**config.mk**
```make
export PLATFORM = sky130hd
export DESIGN_NAME = double_ended_queue
export DESIGN_NICKNAME = d
export VERILOG_FILES = /design/src/hw/rtl/deq_pkg.sv /design/src/hw/rtl/deq_ram.sv /design/src/hw/rtl/deq_ctrl.sv /design/src/hw/rtl/deq_dpath.sv /design/src/hw/rtl/double_ended_queue.sv
export SDC_FILE = /design/constraint.sdc
export NUM_CORES = 1
export LEC_CHECK = 0
export BUFFER_PORTS_ARGS = -buffer_cell sky130_fd_sc_hd__buf_2
export CAP_MARGIN = 30
export CORE_ASPECT_RATIO = 0.6
export CORE_MARGIN = 3
export CORE_UTILIZATION = 60
export DETAILED_ROUTE_END_ITERATION = 6
export GPL_ROUTABILITY_DRIVEN = 0
export GPL_TIMING_DRIVEN = 0
export HOLD_SLACK_MARGIN = 0.02
export PLACE_DENSITY = 0.78
export SYNTH_ARGS = -nofsm -noshare
export SYNTH_HDL_FRONTEND = slang
export SYNTH_SLANG_ARGS = --single-unit
```
**constraint.sdc**
```tcl
create_clock -name clk -period 5.8 [get_ports clk]
set_clock_uncertainty 0.1 [all_clocks]
set_input_delay 0.58 -clock clk [delete_from_list [all_inputs] [get_ports clk]]
set_output_delay 0.58 -clock clk [all_outputs]
set_load 0.01 [all_outputs]
```
**src/hw/rtl/deq_pkg.sv**
```systemverilog
// Shared types, constants and ring index helpers for the double-ended queue.
// Used by the controller, datapath and top level; depends on nothing.
package deq_pkg;

  localparam int DEPTH  = 16;
  localparam int WORD_W = 32;
  localparam int IDX_W  = $clog2(DEPTH);
  localparam int CNT_W  = $clog2(DEPTH + 1);
  localparam int OCC_W  = 5;

  typedef logic [IDX_W-1:0]         idx_t;
  typedef logic [CNT_W-1:0]         cnt_t;
  typedef logic signed [WORD_W-1:0] word_t;

  typedef enum logic [1:0] {
    OP_PUSH_FRONT = 2'd0,
    OP_PUSH_BACK  = 2'd1,
    OP_POP_FRONT  = 2'd2,
    OP_POP_BACK   = 2'd3
  } op_t;

  typedef enum logic [1:0] {
    ST_OK        = 2'd0,
    ST_UNDERFLOW = 2'd1,
    ST_OVERFLOW  = 2'd2
  } status_t;

  // controller to datapath
  typedef struct packed {
    logic accept;  // request taken this cycle
    logic finish;  // result loaded into the output register this cycle
  } deq_cmd_t;

  function automatic idx_t ring_next(idx_t i);
    return (i == idx_t'(DEPTH - 1)) ? '0 : idx_t'(i + 1'b1);
  endfunction

  function automatic idx_t ring_prev(idx_t i);
    return (i == '0) ? idx_t'(DEPTH - 1) : idx_t'(i - 1'b1);
  endfunction

endpackage

```
**src/hw/rtl/deq_ram.sv**
```systemverilog
// Generic single-write, single-read RAM with registered read data.
// Standalone; no package dependency.
module deq_ram #(
  parameter int WIDTH = 32,
  parameter int DEPTH = 16
) (
  input  logic                     clk,
  input  logic                     we,
  input  logic [$clog2(DEPTH)-1:0] waddr,
  input  logic [WIDTH-1:0]         wdata,
  input  logic                     re,
  input  logic [$clog2(DEPTH)-1:0] raddr,
  output logic [WIDTH-1:0]         rdata
);

  logic [WIDTH-1:0] mem [DEPTH];

  always_ff @(posedge clk) begin
    if (we) begin
      mem[waddr] <= wdata;
    end
    if (re) begin
      rdata <= mem[raddr];
    end
  end

endmodule

```
**src/hw/rtl/deq_ctrl.sv**
```systemverilog
// Controller for the double-ended queue: request handshake, execute state
// and output valid. Depends on deq_pkg.
module deq_ctrl
  import deq_pkg::*;
(
  input  logic     clk,
  input  logic     rst,
  input  logic     in_valid,
  output logic     in_stall,
  output logic     out_valid,
  input  logic     out_stall,
  output deq_cmd_t cmd
);

  typedef enum logic {
    S_IDLE,
    S_EXEC
  } state_t;

  state_t state;
  logic   slot_free;

  assign slot_free  = !out_valid || !out_stall;
  assign cmd.accept = in_valid && !in_stall;
  assign cmd.finish = (state == S_EXEC) && slot_free;

  always_ff @(posedge clk) begin
    if (rst) begin
      state     <= S_IDLE;
      in_stall  <= 1'b0;
      out_valid <= 1'b0;
    end else begin
      case (state)
        S_IDLE: begin
          if (!out_stall) begin
            out_valid <= 1'b0;
          end
          if (cmd.accept) begin
            state    <= S_EXEC;
            in_stall <= 1'b1;
          end
        end
        S_EXEC: begin
          if (slot_free) begin
            state     <= S_IDLE;
            in_stall  <= 1'b0;
            out_valid <= 1'b1;
          end
        end
        default: begin
          state    <= S_IDLE;
          in_stall <= 1'b0;
        end
      endcase
    end
  end

endmodule

```
**src/hw/rtl/deq_dpath.sv**
```systemverilog
// Datapath for the double-ended queue: ring indices, count, cached end words,
// entry RAM and result register. Depends on deq_pkg and deq_ram.
module deq_dpath
  import deq_pkg::*;
(
  input  logic                     clk,
  input  logic                     rst,
  input  deq_cmd_t                 cmd,
  input  logic [1:0]               func,
  input  logic signed [WORD_W-1:0] push_value,
  output logic [1:0]               status,
  output logic signed [WORD_W-1:0] popped_value,
  output logic signed [WORD_W-1:0] front_value,
  output logic signed [WORD_W-1:0] back_value,
  output logic [OCC_W-1:0]         occupancy
);

  idx_t    head;
  idx_t    tail;
  cnt_t    count;
  word_t   front_word;
  word_t   back_word;
  op_t     op;
  status_t st;
  word_t   popped_word;

  op_t     op_in;
  logic    empty;
  logic    full;
  logic    is_push;
  status_t st_in;
  logic    ok_in;
  logic    ram_we;
  idx_t    ram_waddr;
  logic    ram_re;
  idx_t    ram_raddr;
  word_t   rd_data;
  word_t   front_now;
  word_t   back_now;

  assign op_in   = op_t'(func);
  assign empty   = (count == '0);
  assign full    = (count == cnt_t'(DEPTH));
  assign is_push = (op_in == OP_PUSH_FRONT) || (op_in == OP_PUSH_BACK);

  always_comb begin
    if (is_push) begin
      st_in = full ? ST_OVERFLOW : ST_OK;
    end else begin
      st_in = empty ? ST_UNDERFLOW : ST_OK;
    end
  end

  assign ok_in     = (st_in == ST_OK);
  assign ram_we    = cmd.accept && ok_in && is_push;
  assign ram_waddr = (op_in == OP_PUSH_FRONT) ? ring_prev(head) : tail;
  // new end word is fetched only when the pop leaves something behind
  assign ram_re    = cmd.accept && ok_in && !is_push && (count > cnt_t'(1));
  assign ram_raddr = (op_in == OP_POP_FRONT) ? ring_next(head) : ring_prev(ring_prev(tail));

  deq_ram #(
    .WIDTH(WORD_W),
    .DEPTH(DEPTH)
  ) u_ram (
    .clk  (clk),
    .we   (ram_we),
    .waddr(ram_waddr),
    .wdata(push_value),
    .re   (ram_re),
    .raddr(ram_raddr),
    .rdata(rd_data)
  );

  assign front_now = (op == OP_POP_FRONT && st == ST_OK) ? rd_data : front_word;
  assign back_now  = (op == OP_POP_BACK && st == ST_OK) ? rd_data : back_word;

  always_ff @(posedge clk) begin
    if (rst) begin
      head  <= '0;
      tail  <= '0;
      count <= '0;
    end else if (cmd.accept && ok_in) begin
      case (op_in)
        OP_PUSH_FRONT: begin
          head  <= ring_prev(head);
          count <= cnt_t'(count + 1'b1);
        end
        OP_PUSH_BACK: begin
          tail  <= ring_next(tail);
          count <= cnt_t'(count + 1'b1);
        end
        OP_POP_FRONT: begin
          head  <= ring_next(head);
          count <= cnt_t'(count - 1'b1);
        end
        OP_POP_BACK: begin
          tail  <= ring_prev(tail);
          count <= cnt_t'(count - 1'b1);
        end
        default: begin
          count <= count;
        end
      endcase
    end
  end

  always_ff @(posedge clk) begin
    if (cmd.accept) begin
      op <= op_in;
      st <= st_in;
      if (!ok_in) begin
        popped_word <= '0;
      end else begin
        case (op_in)
          OP_PUSH_FRONT: begin
            popped_word <= '0;
            front_word  <= push_value;
            if (empty) begin
              back_word <= push_value;
            end
          end
          OP_PUSH_BACK: begin
            popped_word <= '0;
            back_word   <= push_value;
            if (empty) begin
              front_word <= push_value;
            end
          end
          OP_POP_FRONT: popped_word <= front_word;
          OP_POP_BACK:  popped_word <= back_word;
          default:      popped_word <= '0;
        endcase
      end
    end
    if (cmd.finish) begin
      front_word   <= front_now;
      back_word    <= back_now;
      status       <= st;
      popped_value <= popped_word;
      front_value  <= empty ? '1 : front_now;
      back_value   <= empty ? '1 : back_now;
      occupancy    <= OCC_W'(count);
    end
  end

`ifndef ASSERT_OFF
  a_count_range: assert property (@(posedge clk) disable iff (rst)
    count <= cnt_t'(DEPTH))
    else $error("word count above depth");

  a_ends_meet: assert property (@(posedge clk) disable iff (rst)
    (empty || full) |-> (head == tail))
    else $error("head and tail disagree with count");

  a_reject_holds: assert property (@(posedge clk) disable iff (rst)
    (cmd.accept && !ok_in) |=> (count == $past(count) && head == $past(head)
                                && tail == $past(tail)))
    else $error("rejected request changed queue state");
`endif

endmodule

```
**src/hw/rtl/double_ended_queue.sv**
```systemverilog
// Top level of the double-ended queue: controller plus datapath.
// Depends on deq_pkg, deq_ctrl, deq_dpath and deq_ram.
//
// Ring of DEPTH signed 32-bit words (DEPTH = 16) with push and pop at either
// end. Every request gives exactly one result. A request first updates the
// indices and writes or reads the entry RAM, then loads the result register
// with the new end word from the RAM's registered read port. The input is
// taken again as soon as the result is loaded, so a new request proceeds
// while the previous result waits on out_stall. Pop on empty reports
// underflow, push on full reports overflow; neither changes the queue.
module double_ended_queue
  import deq_pkg::*;
(
  input  logic                     clk,
  input  logic                     rst,
  input  logic                     in_valid,
  output logic                     in_stall,
  input  logic [1:0]               func,
  input  logic signed [WORD_W-1:0] push_value,
  output logic                     out_valid,
  input  logic                     out_stall,
  output logic [1:0]               status,
  output logic signed [WORD_W-1:0] popped_value,
  output logic signed [WORD_W-1:0] front_value,
  output logic signed [WORD_W-1:0] back_value,
  output logic [OCC_W-1:0]         occupancy
);

  deq_cmd_t cmd;

  deq_ctrl u_ctrl (
    .clk      (clk),
    .rst      (rst),
    .in_valid (in_valid),
    .in_stall (in_stall),
    .out_valid(out_valid),
    .out_stall(out_stall),
    .cmd      (cmd)
  );

  deq_dpath u_dpath (
    .clk         (clk),
    .rst         (rst),
    .cmd         (cmd),
    .func        (func),
    .push_value  (push_value),
    .status      (status),
    .popped_value(popped_value),
    .front_value (front_value),
    .back_value  (back_value),
    .occupancy   (occupancy)
  );

endmodule
```
Yosys cells after proc, flatten, opt, wreduce, memory -nomap -nowiden
Memories as Yosys holds them, arrays and structs flattened. A register that Yosys moved wholly into a read port is not among the register bits. Cells that the tools add are included.

Add/sub/neg operators: 7. Multiply operators: 0. Div/mod/pow operators: 0. Magnitude comparators: 1. Equal/unequal tests: 13. Shift operators: 0. Mux-type cells: 36. Bitwise operators: 1. Reductions and logical operators: 34.

Operators with widths (number): 32-bit two-way mux (9); 32-bit one-hot mux with 2 select lines (2); 32-bit one-hot mux with 3 select lines (1); 4-bit two-way mux (7); 4-bit one-hot mux with 2 select lines (2); 4-bit logical NOT (3); 4-bit by 1-bit subtractor with 4-bit output (second input constant) (3); 5-bit one-hot mux with 2 select lines (1); 1-bit two-way mux (9); 4-bit by 1-bit adder with 4-bit output (second input constant) (2); 2-bit == test (second input constant) (4); 4-bit == test (second input constant) (2); 1-bit logical AND (8); 2-bit AND reduction (4); 4-bit AND reduction (2); 2-bit nonzero test (4); 2-bit logical NOT (3); 3-bit by 2-bit != test with 1-bit output (second input constant) (2); 1-bit one-hot mux with 2 select lines (3); 5-bit by 1-bit adder with 5-bit output (second input constant) (1); 5-bit == test (second input constant) (1); 5-bit by 1-bit > comparator with 1-bit output (second input constant) (1); 5-bit logical NOT (1); 5-bit by 1-bit subtractor with 5-bit output (second input constant) (1); other kinds (9) (16).

Flip-flop bits (word level): 219. Latch bits: 0. Memory bits (writable): 512. Memory bits (read-only): 0. Input bits: 38. Word-level logic and storage cells: 109. Memories: 1.

Memory list: u_dpath.u_ram.mem (words 16, width 32, rd ports 1, clocked after Yosys merged registers in 1, write ports 1, RTL line deq_ram.sv:16) `logic [WIDTH-1:0] mem [DEPTH];`.

Logic depth before layout (Yosys ltp)
Depth after elaboration: 8. Mapped depth: 10. Depth with buffers taken out: 8.

Cells and area by module
From an unflattened synthesis, not the netlist that was laid out.

Cell total of the unflattened synthesis: 1545. Area total of the unflattened synthesis: 29543.3 um^2.

Modules (own cells, without submodules): deq_ram (times used 1, cells each 838, area each 20155.6 um^2); deq_dpath (times used 1, cells each 694, area each 9266.4 um^2); deq_ctrl (times used 1, cells each 13, area each 121.4 um^2).

Least setup slack after synthesis
Ideal clock, no wire load.

Kind: input-to-reg. From: in in_valid. To: reg u_dpath.u_ram.rdata[0] (read register of u_dpath.u_ram.mem), enable pin. Setup time: 0.461 ns. Arrival: 4.221 ns. Data required time: 5.239 ns. Setup slack: 1.018 ns. Stages on the path: 5. Path buffers: 1. Cells stage by stage: nand2b_1 -> inv_1 -> o21ai_0 -> clkbuf_1 -> nor3_1.

RTL lines: start: declaration (RTL line double_ended_queue.sv:16) `input logic in_valid,`; end: declaration (RTL line deq_ram.sv:13) `output logic [WIDTH-1:0] rdata`.

Worst setup path after layout
From: reg u_dpath.tail[0]. To: reg u_dpath.u_ram.rdata[27] (read register of u_dpath.u_ram.mem) (data pin).

Word-level cells in the longest chain between the ends: 5.

Ends and longest elaborated chain: start: declaration (RTL line deq_dpath.sv:19) `idx_t tail;`; start signal: assignment (RTL line deq_dpath.sv:89) `tail <= ring_next(tail);`; start signal: assignment (RTL line deq_dpath.sv:97) `tail <= ring_prev(tail);`; 4-bit by 1-bit subtractor with 4-bit output or 4-bit logical NOT (tied branches) (RTL line deq_pkg.sv:39) `return (i == '0) ? idx_t'(DEPTH - 1) : idx_t'(i - 1'b1);`; 4-bit two-way mux (*) (RTL line deq_pkg.sv:39); 4-bit by 1-bit subtractor with 4-bit output or 4-bit logical NOT (tied branches) (RTL line deq_pkg.sv:39); 4-bit two-way mux (*) (RTL line deq_pkg.sv:39); 4-bit two-way mux (*) (RTL line deq_dpath.sv:59) `assign ram_raddr = (op_in == OP_POP_FRONT) ? ring_next(head) : ring_prev(ring_prev(tail));`.

Mark *: on every way between the ends. The rest lies on a longest branch, timed or not. A chain may end at the register's enable or synchronous reset.

==> metrics.cfg <==
[synthesis]
synth.most_common_cell=edfxtp_1
ys_top_cells_by_count=edfxtp_1, mux2i_1, nor2_1
syn-cell-area_um2=30200
yosys_warnings=0
ys_types=55
synth_edf_count=747
async_reset_ff_share_pct=0
syn-num-nets=1595
ys.flop_type=edfxtp_1
synth.avg_cell_area_um2=19.5
yosysSeqAreaShare_pct=75.5
synth_cells=1546
synth_top_area_share_pct=74.4
synth_top_area_cell=edfxtp_1
ys_seq_elements=763
synth_top_cells_by_area=edfxtp_1, mux4_2, mux2i_1, mux4_1, a21oi_1

[cts]
hold_buffers=0
clk_latency_ns=0.60
post_cts_resized=0
cts_tree=yes
cts_sinks=763
root_buffer=clkbuf_16
post_cts_buffers=0
clockBufferDepth=3
htreeDepth=3
cts.clk_slew.worst_paths_ns=0.07
cts_made_buffers=66

[placement]
port_buffers=141
post-dp-hpwl_um=44400

[global_routing]
grt-ovfl-total=0
grt_max_degree=65
grtUsageTotal_pct=26.4
grt_pass1_vias=16100
grt_antenna_before_repair=0
grt_pass1_wl_um=103000

[sta]
final_hold_viol_count=0
maxSlewViolCount=0
tns_ns=0
rsz0062_at_grt=false
fmax_mhz=260
period_share_pct=66.4
period_needed_ns=3.85
setup_viol=0
finalHoldWorstSlack_ns=0.0857
relSlewSlack_pct=26.2
max_slew.worst_pin.slew_ns=1.11

[routing]
wl_per_cell_um=28.1
first_iter_violations=2009
drt-total-wl_um=69400
drcViolationCount=0
vias_per_cell=6.50
ant_nets=0
vias=16100
drtPass1Iterations=6

[layout]
syn2layout_area_growth_pct=13.9
multi_input_area_um2=6870
fin_nets=1831
seq_area_um2=22800
fill_cells=2882
n_antenna_cell=0
drive_above_1_share_pct=22.7

[floorplan]
rows=62
start_util_pct=61.9
die_y_um=180
die_area_um2=53100
die_w_um=295
io_pins=143
core_um2=48700

[critical_path]
crit_path_end_kind=register
cp_num_buf_inv=4
arrival_ns=4.07
critPathMaxStageDelay_ns=0.62
crit_type=reg -> reg
critical-path-top-delay-family=buffers and inverters
critPathMaxFanout=10
crit_path_cell_trace=inv_2 > ha_1 > nor3b_2 > nor3_1 > a21oi_1 > clkbuf_1 > buf_8 > clkbuf_1 > mux4_1 > mux2i_1 > mux2i_1
required_ns=6.02
slowest_stage=clkbuf_1
crit_path_start_kind=register

[power]
p_per_area_nw_per_um2=376
pwr-share-clk_pct=32.9
irDropWorstVdd_mv=0.239
p_comb_share_pct=16.4
p_leak_nw=11.6
p_seq_share_pct=50.6
power.switching_mw=3.33
p_sw_share_pct=25.8
p_int_mw=9.60

[min_path]
hold_class=in -> reg

[run_status]
status=finished, final reports clean

[run]
maxCapViolCount=0

state kept, by name, indices dropped and copies added, names as in the netlist:
register	flops
u_dpath.tail	4
u_ctrl.in_stall	1
u_dpath.popped_value	32
u_ctrl.state	1
u_dpath.back_value	32
u_dpath.back_word	32
u_dpath.popped_word	32
u_ctrl.out_valid	1
u_dpath.front_value	32
u_dpath.occupancy	5
u_dpath.status	2
u_dpath.st	2
u_dpath.op	2
u_dpath.u_ram.rdata	32
u_dpath.u_ram.mem	512
u_dpath.front_word	32
u_dpath.head	4
u_dpath.count	5
stage by stage:
| stage | power, mW | area, µm² | util [%] | instances | setup slack [ns] |
|---|---|---|---|---|---|
| after global placement | 8.63 | 31700 | 65.0 | 2327 | -1.97 |
| after CTS | 12.9 | 34300 | 70.4 | 2469 | 1.82 |
| after floorplan | 8.01 | 30200 | - | 1546 | 1.02 |
| final | 12.9 | 34400 | 70.5 | 2472 | 1.95 |
| after global routing | 13.3 | 34400 | 70.5 | 2472 | 1.84 |
| after detailed placement | 8.74 | 32300 | 66.2 | 2351 | 1.90 |
cell usage in the layout, fill, tap and decap left out, drive strengths merged, types with 2 or more instances in the layout:
cell type and n:
a21oi 83, mux2 2, clkbuf 119, clkinv 29, nand2 84, o21ai 15, or4 2, a31oi 3
o211ai 2, and2 2, nor2b 2, buf 212, o31ai 3, nand2b 4, nand4 2, a211oi 2
bufinv 3, a22oi 32, xnor2 7, nor2 105, mux4 128, nor3b 2, or3 2, a21o 2
edfxtp 747, inv 15, ha 11, nor3 5, and3 3, nand3 4, o221ai 2, dlygate4sd1 3
mux2i 165, a221oi 3, dfxtp 16
worst paths after layout:
path | start | to | slack [ns] | cells after the start
setup / recovery | u_dpath.tail[0]$_SDFFE_PP0P_ | u_dpath.u_ram.rdata[27]$_DFFE_PP_ | 1.95 | 11
hold / removal | func[0] | u_dpath.op[0]$_DFFE_PP_ | 0.09 | 1
setup reg to reg | u_dpath.tail[0]$_SDFFE_PP0P_ | u_dpath.u_ram.rdata[27]$_DFFE_PP_ | 1.95 | 11
hold reg to reg | u_dpath.popped_word[30]$_SDFFCE_PN0P_ | u_dpath.popped_value[30]$_DFFE_PP_ | 0.32 | 0
kinds of logic (layout without fill, tap and decap cells):
| kind of cell | count (synthesis) | count (layout) | synth area share, % |
|---|---|---|---|
| AO/OA/AOI/OAI | 152 | 152 | 3.04 |
| XOR/XNOR | 8 | 8 | 0.232 |
| adder cells (fa/ha/maj) | 11 | 11 | 0.456 |
| buffers and inverters | 96 | 382 | 2.21 |
| flip-flops | 763 | 763 | 75.5 |
| multiplexers | 295 | 295 | 15.5 |
| AND/OR/NAND/NOR | 221 | 221 | 3.06 |
metal layers:
layer  track usage (%)  share of wire [%]  up-vias  wire length [µm]
met4              8.75                2.7        0              1850
li1                  -                  -     6710                 -
met5                 0                  0        -                 0
met3              5.96                 10      122              7220
met1              38.8                 40     8212             27800
met2              40.1                 47     1036             32500
worst register-to-register path, stage by stage, from the launching register on:
cell	delay, ns
dfxtp_1	0.43
inv_2	0.21
ha_1	0.22
nor3b_2	0.27
nor3_1	0.08
a21oi_1	0.26
clkbuf_1	0.44
buf_8	0.23
clkbuf_1	0.63
mux4_1	0.44
mux2i_1	0.16
mux2i_1	0.12
power groups by stage:
stage	sequential (mW)	combinational (mW)	clock (mW)
floorplan	6.68	1.32	0
global placement	6.67	1.97	0
detailed placement	6.66	2.08	0
CTS	6.54	2.11	4.29
global route	6.56	2.26	4.52
finish	6.55	2.13	4.26
cell type report:
class	count	area share (%)
inverters	13	0.142
repair buffers	168	3.56
well taps	640	2.33
plain buffers	83	1.81
clock buffers	83	5.15
clock inverters	35	0.805
flip-flops and latches	763	66.2
multi-input cells	687	20.0
No activity file was read; power rests on OpenSTA's default activity.
